### src/hw/rtl/bba_pkg.sv
// Shared types, codes and constants of the bitmap block allocator.
`timescale 1ns / 1ps

package bba_pkg;

   // Geometry of one free-map word.
   localparam int WORD_BITS  = 32;
   localparam int WORD_SHIFT = 5;

   // Defaults for the top-level parameters.
   localparam int MAX_BLOCKS_DEFAULT = 256;
   localparam int MAP_WORDS_DEFAULT  = 8;
   localparam int REF_WIDTH_DEFAULT  = 8;

   // Fixed port field widths.
   localparam int OP_W     = 2;
   localparam int INDEX_W  = 8;
   localparam int STATUS_W = 2;
   localparam int COUNT_W  = 9;

   localparam logic [COUNT_W-1:0] POOL_SIZE_RESET = 9'd256;

   typedef enum logic [OP_W-1:0] {
      OP_INIT   = 2'd0,
      OP_ALLOC  = 2'd1,
      OP_FREE   = 2'd2,
      OP_RETAIN = 2'd3
   } op_type;

   typedef enum logic [STATUS_W-1:0] {
      STAT_OK    = 2'd0,
      STAT_EMPTY = 2'd1,
      STAT_RANGE = 2'd2
   } status_type;

   typedef enum logic [2:0] {
      S_CLEAR,
      S_IDLE,
      S_INIT,
      S_SCAN,
      S_RMW
   } state_type;

   // Commands from the controller to the datapath.
   typedef struct packed {
      logic accept;       // request taken this cycle
      logic clear_step;   // post-reset clearing sweep, one entry
      logic init_step;    // write one free-map word of the init fill
      logic init_done;    // last init word, answer the request
      logic scan_next;    // current map word empty, read the next one
      logic alloc_take;   // current map word has a free block, take it
      logic alloc_empty;  // no free block, answer pool empty
      logic bad_index;    // free or retain index out of range
      logic rmw_do;       // update count and map for free or retain
   } dp_cmd_type;

   // Status from the datapath to the controller.
   typedef struct packed {
      logic sweep_last;   // sweep counter at the last clearing entry
      logic init_last;    // sweep counter at the last map word
      logic hint_end;     // hint is past the last map word
      logic index_ok;     // requested block index is inside the pool
      logic word_zero;    // map word on the read port has no free block
      logic last_word;    // map word on the read port is the last one
   } dp_stat_type;

endpackage

### src/hw/rtl/bitmap_block_allocator_unit.sv
// Top level of the bitmap block allocator: controller, datapath and checks.
`timescale 1ns / 1ps

// A fixed-size block pool kept as a free bitmap of 32-bit words, with a
// reference count per block and used and peak-used counters. A request is
// taken when start is high and busy is low; its single response appears on
// the rsp_ ports for exactly one cycle with rsp_valid high and cannot be
// held off, so capture it in that cycle. A free or retain does one
// read-modify-write of the count and map RAMs, and is answered without it
// when the index is out of range. An allocate scans map words from the
// hint and is answered without a scan when the hint is already past the
// last word. An init rewrites the map RAM one word per cycle. After reset
// the block stays busy while it clears every entry of both RAMs; pool_size
// writes are taken during that time, and csr_ready is low only while reset
// is applied.
module bitmap_block_allocator_unit #(
   parameter int MAX_BLOCKS = bba_pkg::MAX_BLOCKS_DEFAULT,
   parameter int MAP_WORDS  = bba_pkg::MAP_WORDS_DEFAULT,
   parameter int REF_WIDTH  = bba_pkg::REF_WIDTH_DEFAULT
) (
   input  logic                          clock,
   input  logic                          reset,
   // Request channel.
   input  logic                          start,
   output logic                          busy,
   input  logic [bba_pkg::OP_W-1:0]      req_operation,
   input  logic [bba_pkg::INDEX_W-1:0]   req_block_index,
   // Configuration write channel for pool_size.
   input  logic                          csr_valid,
   output logic                          csr_ready,
   input  logic [bba_pkg::COUNT_W-1:0]   csr_pool_size,
   // Response channel.
   output logic                          rsp_valid,
   output logic [bba_pkg::INDEX_W-1:0]   rsp_granted_index,
   output logic [bba_pkg::STATUS_W-1:0]  rsp_status,
   output logic [bba_pkg::COUNT_W-1:0]   rsp_used_count,
   output logic [bba_pkg::COUNT_W-1:0]   rsp_peak_used
);

   import bba_pkg::*;

   dp_cmd_type  cmd;
   dp_stat_type stat;
   status_type  status_code;

   // The register port is free whenever reset is not applied.
   assign csr_ready = !reset;

   // The controller sequences every request: clearing sweep, init fill,
   // word scan for an allocate and the read-modify-write of free or retain.
   bba_ctrl u_ctrl (
      .clock         (clock),
      .reset         (reset),
      .start         (start),
      .req_operation (req_operation),
      .stat          (stat),
      .cmd           (cmd),
      .busy          (busy)
   );

   // The datapath holds the map and count RAMs, the hint, the counters and
   // the response registers.
   bba_datapath #(
      .MAX_BLOCKS (MAX_BLOCKS),
      .MAP_WORDS  (MAP_WORDS),
      .REF_WIDTH  (REF_WIDTH)
   ) u_datapath (
      .clock             (clock),
      .reset             (reset),
      .csr_we            (csr_valid && csr_ready),
      .csr_pool_size     (csr_pool_size),
      .req_operation     (req_operation),
      .req_block_index   (req_block_index),
      .cmd               (cmd),
      .stat              (stat),
      .rsp_valid         (rsp_valid),
      .rsp_granted_index (rsp_granted_index),
      .rsp_status        (status_code),
      .rsp_used_count    (rsp_used_count),
      .rsp_peak_used     (rsp_peak_used)
   );

   assign rsp_status = status_code;

   // A taken request is either answered at once or keeps the block busy.
   assert property (@(posedge clock) disable iff (reset)
      (start && !busy) |=> (rsp_valid || busy))
      else $error("accepted request neither answered nor in progress");

   // At most one kind of response is issued in any cycle.
   assert property (@(posedge clock) disable iff (reset)
      $onehot0({cmd.alloc_take, cmd.alloc_empty, cmd.bad_index,
                cmd.rmw_do, cmd.init_done}))
      else $error("more than one response command at once");

   // A request that fails leaves the used count as it was.
   assert property (@(posedge clock) disable iff (reset)
      (rsp_valid && (rsp_status != STAT_OK)) |->
         (rsp_used_count == $past(rsp_used_count)))
      else $error("failed request changed the used count");

   // An empty pool never hands out a block.
   assert property (@(posedge clock) disable iff (reset)
      (rsp_valid && (rsp_status == STAT_EMPTY)) |-> (rsp_granted_index == '0))
      else $error("pool empty response with nonzero block index");

endmodule

### src/hw/rtl/bba_ram.sv
// Generic single-write, single-read RAM with a registered read port.
`timescale 1ns / 1ps

module bba_ram #(
   parameter int WIDTH = 32,
   parameter int DEPTH = 8,
   localparam int AW = (DEPTH > 1) ? $clog2(DEPTH) : 1
) (
   input  logic             clock,
   input  logic             wr_en,
   input  logic [AW-1:0]    wr_addr,
   input  logic [WIDTH-1:0] wr_data,
   input  logic [AW-1:0]    rd_addr,
   output logic [WIDTH-1:0] rd_data
);

   logic [WIDTH-1:0] mem_ff [DEPTH];
   logic [WIDTH-1:0] rd_data_ff;

   always_ff @(posedge clock) begin
      if (wr_en) begin
         mem_ff[wr_addr] <= wr_data;
      end
      rd_data_ff <= mem_ff[rd_addr];
   end

   assign rd_data = rd_data_ff;

endmodule

### src/hw/rtl/bba_ctrl.sv
// Controller state machine of the bitmap block allocator.
`timescale 1ns / 1ps

module bba_ctrl (
   input  logic                       clock,
   input  logic                       reset,
   input  logic                       start,
   input  logic [bba_pkg::OP_W-1:0]   req_operation,
   input  bba_pkg::dp_stat_type       stat,
   output bba_pkg::dp_cmd_type        cmd,
   output logic                       busy
);

   import bba_pkg::*;

   state_type state_ff;
   state_type state_in;

   always_ff @(posedge clock) begin
      if (reset) begin
         state_ff <= S_CLEAR;
      end else begin
         state_ff <= state_in;
      end
   end

   always_comb begin
      state_in = state_ff;
      cmd      = '0;
      unique case (state_ff)
         S_CLEAR: begin
            cmd.clear_step = 1'b1;
            if (stat.sweep_last) begin
               state_in = S_IDLE;
            end
         end
         S_IDLE: begin
            if (start && !reset) begin
               cmd.accept = 1'b1;
               unique case (op_type'(req_operation))
                  OP_INIT: begin
                     state_in = S_INIT;
                  end
                  OP_ALLOC: begin
                     if (stat.hint_end) begin
                        cmd.alloc_empty = 1'b1;
                     end else begin
                        state_in = S_SCAN;
                     end
                  end
                  OP_FREE, OP_RETAIN: begin
                     if (!stat.index_ok) begin
                        cmd.bad_index = 1'b1;
                     end else begin
                        state_in = S_RMW;
                     end
                  end
               endcase
            end
         end
         S_INIT: begin
            cmd.init_step = 1'b1;
            if (stat.init_last) begin
               cmd.init_done = 1'b1;
               state_in      = S_IDLE;
            end
         end
         S_SCAN: begin
            priority if (!stat.word_zero) begin
               cmd.alloc_take = 1'b1;
               state_in       = S_IDLE;
            end else if (stat.last_word) begin
               cmd.alloc_empty = 1'b1;
               state_in        = S_IDLE;
            end else begin
               cmd.scan_next = 1'b1;
            end
         end
         S_RMW: begin
            cmd.rmw_do = 1'b1;
            state_in   = S_IDLE;
         end
         default: begin
            state_in = S_CLEAR;
         end
      endcase
   end

   assign busy = reset || (state_ff != S_IDLE);

endmodule

### src/hw/rtl/bba_datapath.sv
// Datapath of the bitmap block allocator: free map, counts, hint and counters.
`timescale 1ns / 1ps

module bba_datapath #(
   parameter int MAX_BLOCKS = bba_pkg::MAX_BLOCKS_DEFAULT,
   parameter int MAP_WORDS  = bba_pkg::MAP_WORDS_DEFAULT,
   parameter int REF_WIDTH  = bba_pkg::REF_WIDTH_DEFAULT
) (
   input  logic                          clock,
   input  logic                          reset,
   input  logic                          csr_we,
   input  logic [bba_pkg::COUNT_W-1:0]   csr_pool_size,
   input  logic [bba_pkg::OP_W-1:0]      req_operation,
   input  logic [bba_pkg::INDEX_W-1:0]   req_block_index,
   input  bba_pkg::dp_cmd_type           cmd,
   output bba_pkg::dp_stat_type          stat,
   output logic                          rsp_valid,
   output logic [bba_pkg::INDEX_W-1:0]   rsp_granted_index,
   output bba_pkg::status_type           rsp_status,
   output logic [bba_pkg::COUNT_W-1:0]   rsp_used_count,
   output logic [bba_pkg::COUNT_W-1:0]   rsp_peak_used
);

   import bba_pkg::*;

   localparam int WA    = (MAP_WORDS > 1) ? $clog2(MAP_WORDS) : 1;
   localparam int HW    = $clog2(MAP_WORDS + 1);
   localparam int BA    = (MAX_BLOCKS > 1) ? $clog2(MAX_BLOCKS) : 1;
   localparam int NW    = $clog2(MAX_BLOCKS + 1);
   localparam int SWEEP = (MAX_BLOCKS > MAP_WORDS) ? MAX_BLOCKS : MAP_WORDS;
   localparam int SW    = $clog2(SWEEP);
   localparam int BW    = WA + WORD_SHIFT;
   localparam int CW0   = (NW > BW) ? NW : BW;
   localparam int CW    = ((CW0 > COUNT_W) ? CW0 : COUNT_W) + 1;

   // Registers.
   logic [COUNT_W-1:0]   pool_size_ff;
   op_type               op_ff;
   logic [INDEX_W-1:0]   idx_ff;
   logic [WA-1:0]        addr_ff;
   logic [HW-1:0]        hint_ff, hint_in;
   logic [NW-1:0]        used_ff, used_in;
   logic [NW-1:0]        peak_ff, peak_in;
   logic [SW-1:0]        sweep_ff, sweep_in;
   logic                 rsp_valid_ff, rsp_valid_in;
   logic [INDEX_W-1:0]   rsp_granted_ff, rsp_granted_in;
   status_type           rsp_status_ff, rsp_status_in;

   // Memory ports.
   logic [WA-1:0]        map_ra, map_wa;
   logic                 map_we;
   logic [WORD_BITS-1:0] map_wd, map_rd;
   logic [BA-1:0]        ref_ra, ref_wa;
   logic                 ref_we;
   logic [REF_WIDTH-1:0] ref_wd, ref_rd;

   // Working values.
   logic [NW-1:0]        pool_clamped;
   logic [WA-1:0]        req_word;
   logic [4:0]           top_pos;
   logic [WORD_BITS-1:0] taken_word;
   logic [BW-1:0]        blk;
   logic                 blk_in_range;
   logic [CW-1:0]        fill_base, fill_count;
   logic [4:0]           fill_rem;
   logic [WORD_BITS-1:0] fill_word;
   logic [NW-1:0]        used_inc;
   logic                 ref_multi;
   logic                 release_blk;
   logic                 respond;

   bba_ram #(.WIDTH(WORD_BITS), .DEPTH(MAP_WORDS)) u_map_ram (
      .clock   (clock),
      .wr_en   (map_we),
      .wr_addr (map_wa),
      .wr_data (map_wd),
      .rd_addr (map_ra),
      .rd_data (map_rd)
   );

   bba_ram #(.WIDTH(REF_WIDTH), .DEPTH(MAX_BLOCKS)) u_ref_ram (
      .clock   (clock),
      .wr_en   (ref_we),
      .wr_addr (ref_wa),
      .wr_data (ref_wd),
      .rd_addr (ref_ra),
      .rd_data (ref_rd)
   );

   // Pool size clamp and the word and count addresses of the incoming index.
   always_comb begin
      if (CW'(pool_size_ff) > CW'(MAX_BLOCKS)) begin
         pool_clamped = NW'(MAX_BLOCKS);
      end else begin
         pool_clamped = NW'(pool_size_ff);
      end
   end

   assign req_word = WA'(req_block_index >> WORD_SHIFT);
   assign ref_ra   = BA'(req_block_index);

   // The map read address follows the request: hint word for an allocate,
   // the block's word otherwise, then one word per scan step.
   always_comb begin
      priority if (cmd.accept) begin
         map_ra = (op_type'(req_operation) == OP_ALLOC) ? WA'(hint_ff) : req_word;
      end else if (cmd.scan_next) begin
         map_ra = addr_ff + 1'b1;
      end else begin
         map_ra = addr_ff;
      end
   end

   // Highest free block of the word on the read port.
   always_comb begin
      top_pos = '0;
      for (int b = 0; b < WORD_BITS; b++) begin
         if (map_rd[b]) begin
            top_pos = 5'(b);
         end
      end
   end

   assign taken_word   = map_rd & ~(32'd1 << top_pos);
   assign blk          = {addr_ff, top_pos};
   assign blk_in_range = CW'(blk) < CW'(MAX_BLOCKS);

   // Init fill pattern of the map word the sweep counter points at.
   always_comb begin
      fill_base  = CW'(sweep_ff) << WORD_SHIFT;
      fill_count = CW'(pool_clamped);
      fill_rem   = 5'(fill_count - fill_base);
      priority if (fill_count >= CW'(fill_base + CW'(WORD_BITS))) begin
         fill_word = '1;
      end else if (fill_count <= fill_base) begin
         fill_word = '0;
      end else begin
         fill_word = (32'd1 << fill_rem) - 32'd1;
      end
   end

   assign ref_multi   = ref_rd > REF_WIDTH'(1);
   assign release_blk = cmd.rmw_do && (op_ff == OP_FREE) && !ref_multi;
   assign used_inc    = (CW'(used_ff) < CW'(MAX_BLOCKS)) ? used_ff + 1'b1 : used_ff;

   // Memory writes.
   always_comb begin
      map_we = 1'b0;
      map_wa = addr_ff;
      map_wd = '0;
      ref_we = 1'b0;
      ref_wa = BA'(idx_ff);
      ref_wd = '0;
      if (cmd.clear_step) begin
         map_we = CW'(sweep_ff) < CW'(MAP_WORDS);
         map_wa = WA'(sweep_ff);
         ref_we = CW'(sweep_ff) < CW'(MAX_BLOCKS);
         ref_wa = BA'(sweep_ff);
      end
      if (cmd.init_step) begin
         map_we = 1'b1;
         map_wa = WA'(sweep_ff);
         map_wd = fill_word;
      end
      if (cmd.alloc_take) begin
         map_we = 1'b1;
         map_wd = taken_word;
         ref_we = blk_in_range;
         ref_wa = BA'(blk);
         ref_wd = REF_WIDTH'(1);
      end
      if (cmd.rmw_do) begin
         if (op_ff == OP_FREE) begin
            if (ref_multi) begin
               ref_we = 1'b1;
               ref_wd = ref_rd - 1'b1;
            end else begin
               map_we = 1'b1;
               map_wd = map_rd | (32'd1 << idx_ff[WORD_SHIFT-1:0]);
            end
         end else if (ref_rd != '1) begin
            ref_we = 1'b1;
            ref_wd = ref_rd + 1'b1;
         end
      end
   end

   // Hint, counters and response.
   always_comb begin
      hint_in  = hint_ff;
      used_in  = used_ff;
      peak_in  = peak_ff;
      sweep_in = sweep_ff;
      if (cmd.accept) begin
         sweep_in = '0;
      end else if (cmd.clear_step || cmd.init_step) begin
         sweep_in = sweep_ff + 1'b1;
      end
      if (cmd.init_done) begin
         hint_in = '0;
      end
      if (cmd.alloc_take) begin
         hint_in = (taken_word == '0) ? HW'(addr_ff) + 1'b1 : HW'(addr_ff);
         used_in = used_inc;
         peak_in = (used_inc > peak_ff) ? used_inc : peak_ff;
      end
      if (release_blk) begin
         if (HW'(addr_ff) < hint_ff) begin
            hint_in = HW'(addr_ff);
         end
         if (used_ff != '0) begin
            used_in = used_ff - 1'b1;
         end
      end
      respond        = cmd.alloc_take || cmd.alloc_empty || cmd.bad_index ||
                       cmd.rmw_do || cmd.init_done;
      rsp_valid_in   = respond;
      rsp_granted_in = cmd.alloc_take ? INDEX_W'(blk) : '0;
      priority if (cmd.alloc_empty) begin
         rsp_status_in = STAT_EMPTY;
      end else if (cmd.bad_index) begin
         rsp_status_in = STAT_RANGE;
      end else begin
         rsp_status_in = STAT_OK;
      end
   end

   always_ff @(posedge clock) begin
      if (reset) begin
         pool_size_ff <= POOL_SIZE_RESET;
         hint_ff      <= '0;
         used_ff      <= '0;
         peak_ff      <= '0;
         sweep_ff     <= '0;
         rsp_valid_ff <= 1'b0;
      end else begin
         if (csr_we) begin
            pool_size_ff <= csr_pool_size;
         end
         hint_ff      <= hint_in;
         used_ff      <= used_in;
         peak_ff      <= peak_in;
         sweep_ff     <= sweep_in;
         rsp_valid_ff <= rsp_valid_in;
      end
   end

   always_ff @(posedge clock) begin
      addr_ff <= map_ra;
      if (cmd.accept) begin
         op_ff  <= op_type'(req_operation);
         idx_ff <= req_block_index;
      end
      if (respond) begin
         rsp_granted_ff <= rsp_granted_in;
         rsp_status_ff  <= rsp_status_in;
      end
   end

   assign stat.sweep_last = sweep_ff == SW'(SWEEP - 1);
   assign stat.init_last  = sweep_ff == SW'(MAP_WORDS - 1);
   assign stat.hint_end   = CW'(hint_ff) >= CW'(MAP_WORDS);
   assign stat.index_ok   = (CW'(req_block_index) < CW'(pool_clamped)) &&
                            (CW'(req_block_index) < CW'(MAX_BLOCKS)) &&
                            (CW'(req_block_index >> WORD_SHIFT) < CW'(MAP_WORDS));
   assign stat.word_zero  = map_rd == '0;
   assign stat.last_word  = addr_ff == WA'(MAP_WORDS - 1);

   assign rsp_valid         = rsp_valid_ff;
   assign rsp_granted_index = rsp_granted_ff;
   assign rsp_status        = rsp_status_ff;
   assign rsp_used_count    = COUNT_W'(used_ff);
   assign rsp_peak_used     = COUNT_W'(peak_ff);

endmodule

### config.mk
export PLATFORM = sky130hd
export DESIGN_NAME = bitmap_block_allocator_unit
export DESIGN_NICKNAME = d
export VERILOG_FILES = /design/src/hw/rtl/bba_pkg.sv /design/src/hw/rtl/bitmap_block_allocator_unit.sv /design/src/hw/rtl/bba_ram.sv /design/src/hw/rtl/bba_ctrl.sv /design/src/hw/rtl/bba_datapath.sv
export SDC_FILE = /design/constraint.sdc
export NUM_CORES = 2
export LEC_CHECK = 0
export ABC_AREA = 1
export ABC_CLOCK_PERIOD_IN_PS = 18400
export BUFFER_PORTS_ARGS = -buffer_cell sky130_fd_sc_hd__buf_4
export CAP_MARGIN = 20
export CORE_UTILIZATION = 43
export DETAILED_ROUTE_END_ITERATION = 7
export SLEW_MARGIN = 20
export SYNTH_ARGS = -nofsm -noshare
export SYNTH_HDL_FRONTEND = slang
export SYNTH_SLANG_ARGS = --single-unit
export TNS_END_PERCENT = 50
### constraint.sdc
create_clock -name clock -period 18.4 [get_ports clock]
set_input_delay 1.84 -clock clock [delete_from_list [all_inputs] [get_ports clock]]
set_output_delay 1.84 -clock clock [all_outputs]
set_load 0.05 [all_outputs]
==> metrics.md <==
| Metric | Value |
|---|---|
| CP bufs+invs | `5` |
| Die footprint | `0.2308 mm^2` |
| Setup CP Type | `input port to register` |
| Cell taking the most area after synthesis | `edfxtp_1` |
| Met3 track demand over resource | `4.451%` |
| Async SR Flop Fraction | `0%` |
| Number of stages on the worst setup path | `13` |
| Num CTS Buffers | `239` |
| Setup bufs post-CTS | `0` |
| Routed WL | `288100 um` |
| Rel. slew slack | `25.31%` |
| Share of cells above drive strength 1 | `7.757%` |
| Number of gates resized after cts | `0` |
| Main area contributors after synthesis | `edfxtp_1, o21ai_0, nor2_1` |
| Peak VDD IR | `0.0001536 V` |
| Hold depth | `2` |
| Site Rows | `175` |
| Critical path capture point type | `register` |
| Worst Tran Pin Value | `1.120 ns` |
| Final #Nets | `8008` |
| Residual DRC | `0` |
| Crit Path Max Fanout | `197` |
| Die height | `480.4 um` |
| GR Layer Usage met2 | `37.13%` |
| Leakage power | `0.03253 uW` |
| Via density | `5.986` |
| DRT iter0 DRCs | `8590` |
| Via count | `66.86k` |
| Average size of a mapped cell | `12.13 um^2` |
| Starting Density | `43.26%` |
| Area of the multi-input gates | `0.02421 mm^2` |
| Vias in the first global route | `62.53k` |
| Post-synth top cells | `edfxtp_1, nor2_1, o21ai_0` |
| Synth Flop Type | `edfxtp_1` |
| Register area | `0.07151 mm^2` |
| Max_cap viols | `0` |
| Worst EP arrival | `7.35 ns` |
| PwrDens | `128.0 mW/mm^2` |
| Clock sinks | `2410` |
| EDFF count, synth | `2324` |
| Max incr delay on CP | `0.78 ns` |
| CTS Hold Bufs | `0` |
| Overflow after GRT | `0` |
| Total track usage | `24.39%` |
| CTS root buffer | `clkbuf_16` |
| Largest net degree at the start of global routing | `201` |
| Most frequent cell after synthesis | `edfxtp_1` |
| Reg clk slew, reported paths | `0.06 ns` |
| Status | `finished, final reports clean` |
| Dpl ws | `11.06 ns` |
| Synth Net Count | `8170` |
| Drt wl/cell | `25.80 um` |
| Htree depth | `4` |
| Critical-path top delay cell | `buf_4` |
| Area Overhead vs Synth | `11.67%` |
| RSZ-0062 raised after global routing | `false` |
| Slew Limit Fails | `0` |
| Hpwl dp | `160900 um` |
| Share of the synthesized area in the top cell type | `70.92%` |
| Min-Delay Path Class | `register to register` |
| # IOs | `54` |
| Flops & latches, synth | `2410` |
| Worst skew pair latency | `0.91 ns` |
| Antenna-violating nets left | `0` |
| F_max | `153.3 MHz` |
| Fin util | `48.30%` |
| First-pass GRT wire length | `421800 um` |
| Startpoint Class | `input port` |
| Synth Warn # | `0` |
| Antenna violations before repair | `9` |
| CP required | `19.23 ns` |
| Post-synthesis cell area | `0.09841 mm^2` |
| Placed cell areas | `0.1016 mm^2` |
| Worst path cell trace | `buf_8 > buf_12 > buf_4 > buf_12 > buf_4 > o21ai_0 > o22ai_1 > o21ai_0 > o22ai_1 > o21ai_0 > o22ai_1 > nor2_1 > o22ai_1` |
| Min Clock Period, post-route | `6.522 ns` |
| Final setup violation count | `0` |
| Final Hold Violating Endpoints | `0` |
| Final Cell Area | `0.1099 mm^2` |
| Setup_tns | `0 ns` |
| Most used cell, CP | `o22ai_1` |
| Unique masters post-synth | `50` |
| DR pass1 iterations | `6` |
| Global Route met1 Usage | `35.45%` |
| Register-to-Register Path Depth | `13` |
| CTS max path bufs | `3` |
| Global routing's busiest layer | `met2` |
| Core Region | `0.2275 mm^2` |
| IO buf count | `53` |
| Tcrit/Tclk final | `35.45%` |
| Cell family with most CP delay | `buffers and inverters` |
| CTS tree | `yes` |
| Die X | `480.4 um` |
| Global placement routability congestion | `0.8878` |
| Layout fillers | `19.90k` |
| Seq/Total Area, Yosys | `72.67%` |
| Worst setup slack after layout | `11.88 ns` |
| Mapped Cells | `8111` |
| Worst Clk Skew | `0.07828 ns` |
## cell type report
type | count | share of cell area (%)
inverters | 201 | 0.7105
clock inverters | 161 | 1.825
multi-input cells | 4932 | 22.03
diodes | 1 | 0.002277
clock buffers | 291 | 5.657
repair buffers | 165 | 1.273
flip-flops and latches | 2410 | 65.07
well taps | 3009 | 3.426
## worst min-delay path: cells and delay by family (launching register included)
family           cells  cell delay [ns]
flip-flops           1             0.31
AND/OR/NAND/NOR      1             0.07
AO/OA/AOI/OAI        1             0.06
## flip-flops by register name, indices dropped and copies added, names as in the netlist
signal,flops
u_datapath.pool_size_ff,9
u_datapath.u_ref_ram.rd_data,8
u_datapath.addr_ff,3
u_datapath.u_map_ram.mem_ff,256
u_datapath.rsp_peak_used,9
u_datapath.u_ref_ram.mem_ff,2048
u_ctrl.state_ff,3
u_datapath.u_map_ram.rd_data,32
u_datapath.rsp_valid,1
u_datapath.op_ff,2
u_datapath.rsp_granted_index,8
u_datapath.idx_ff,8
u_datapath.rsp_used_count,9
u_datapath.hint_ff,4
u_datapath.sweep_ff,8
u_datapath.rsp_status,2
## final timing paths
| check | start | endpoint | slack [ns] |
|---|---|---|---|
| setup / recovery | req_block_index[0] | u_datapath.u_ref_ram.rd_data[1] | 11.88 |
| hold / removal | u_datapath.hint_ff[3] | u_datapath.hint_ff[3] | 0.49 |
| setup reg to reg | u_datapath.u_map_ram.rd_data[24] | u_datapath.u_ref_ram.mem_ff[83][0] | 12.05 |
| hold reg to reg | u_datapath.hint_ff[3] | u_datapath.hint_ff[3] | 0.49 |
## power by group
| group | switching (uW) | internal (uW) |
|---|---|---|
| clock | 2120 | 2970 |
| sequential | 142 | 6520 |
| combinational | 1810 | 502 |
## per-layer routing
layer  wire length [um]  up-vias
li1                   -    29580
met1             121800    33480
met2             130800     3315
met3              27150      482
met4               8354        4
met5                 25        -
## cells in the final DEF, fill, tap and decap left out, drive strengths merged, types with 3 or more instances in the layout
cell type and instances:
a211oi 19, a21boi 3, a21oi 84, a22oi 3, a31oi 43, a32oi 6
buf 164, bufinv 40, clkbuf 292, clkinv 118, clkinvlp 6, dfxtp 86
edfxtp 2324, ha 36, inv 198, nand2 236, nand3 90, nand4 23
nor2 1973, nor3 29, nor4 10, o211ai 48, o21a 7, o21ai 1491
o21bai 34, o221ai 4, o22ai 643, o32ai 71, or2 40, xnor2 7
xor2 19
## cells by family (layout without fill, tap and decap cells)
logic type | Yosys count | count (layout) | share of synthesized area [%]
AO/OA/AOI/OAI | 2466 | 2466 | 14.06
flip-flops | 2410 | 2410 | 72.67
AND/OR/NAND/NOR | 2404 | 2404 | 9.607
buffers and inverters | 769 | 818 | 2.978
adder cells (fa/ha/maj) | 36 | 36 | 0.4577
XOR/XNOR | 26 | 26 | 0.2314
other | 0 | 1 | 0
## metrics by stage
| stage | hold WS, ns | total power [uW] | std cells |
|---|---|---|---|
| after floorplan | 0.4595 | 8057 | 8111 |
| after global placement | 0.4663 | 9012 | 10720 |
| after detailed placement | 0.4740 | 9060 | 10720 |
| after CTS | 0.4838 | 14100 | 11170 |
| after global routing | 0.5104 | 14510 | 11170 |
| final | 0.4865 | 14070 | 11170 |
Note: power is estimated with default switching activity, not from simulation.
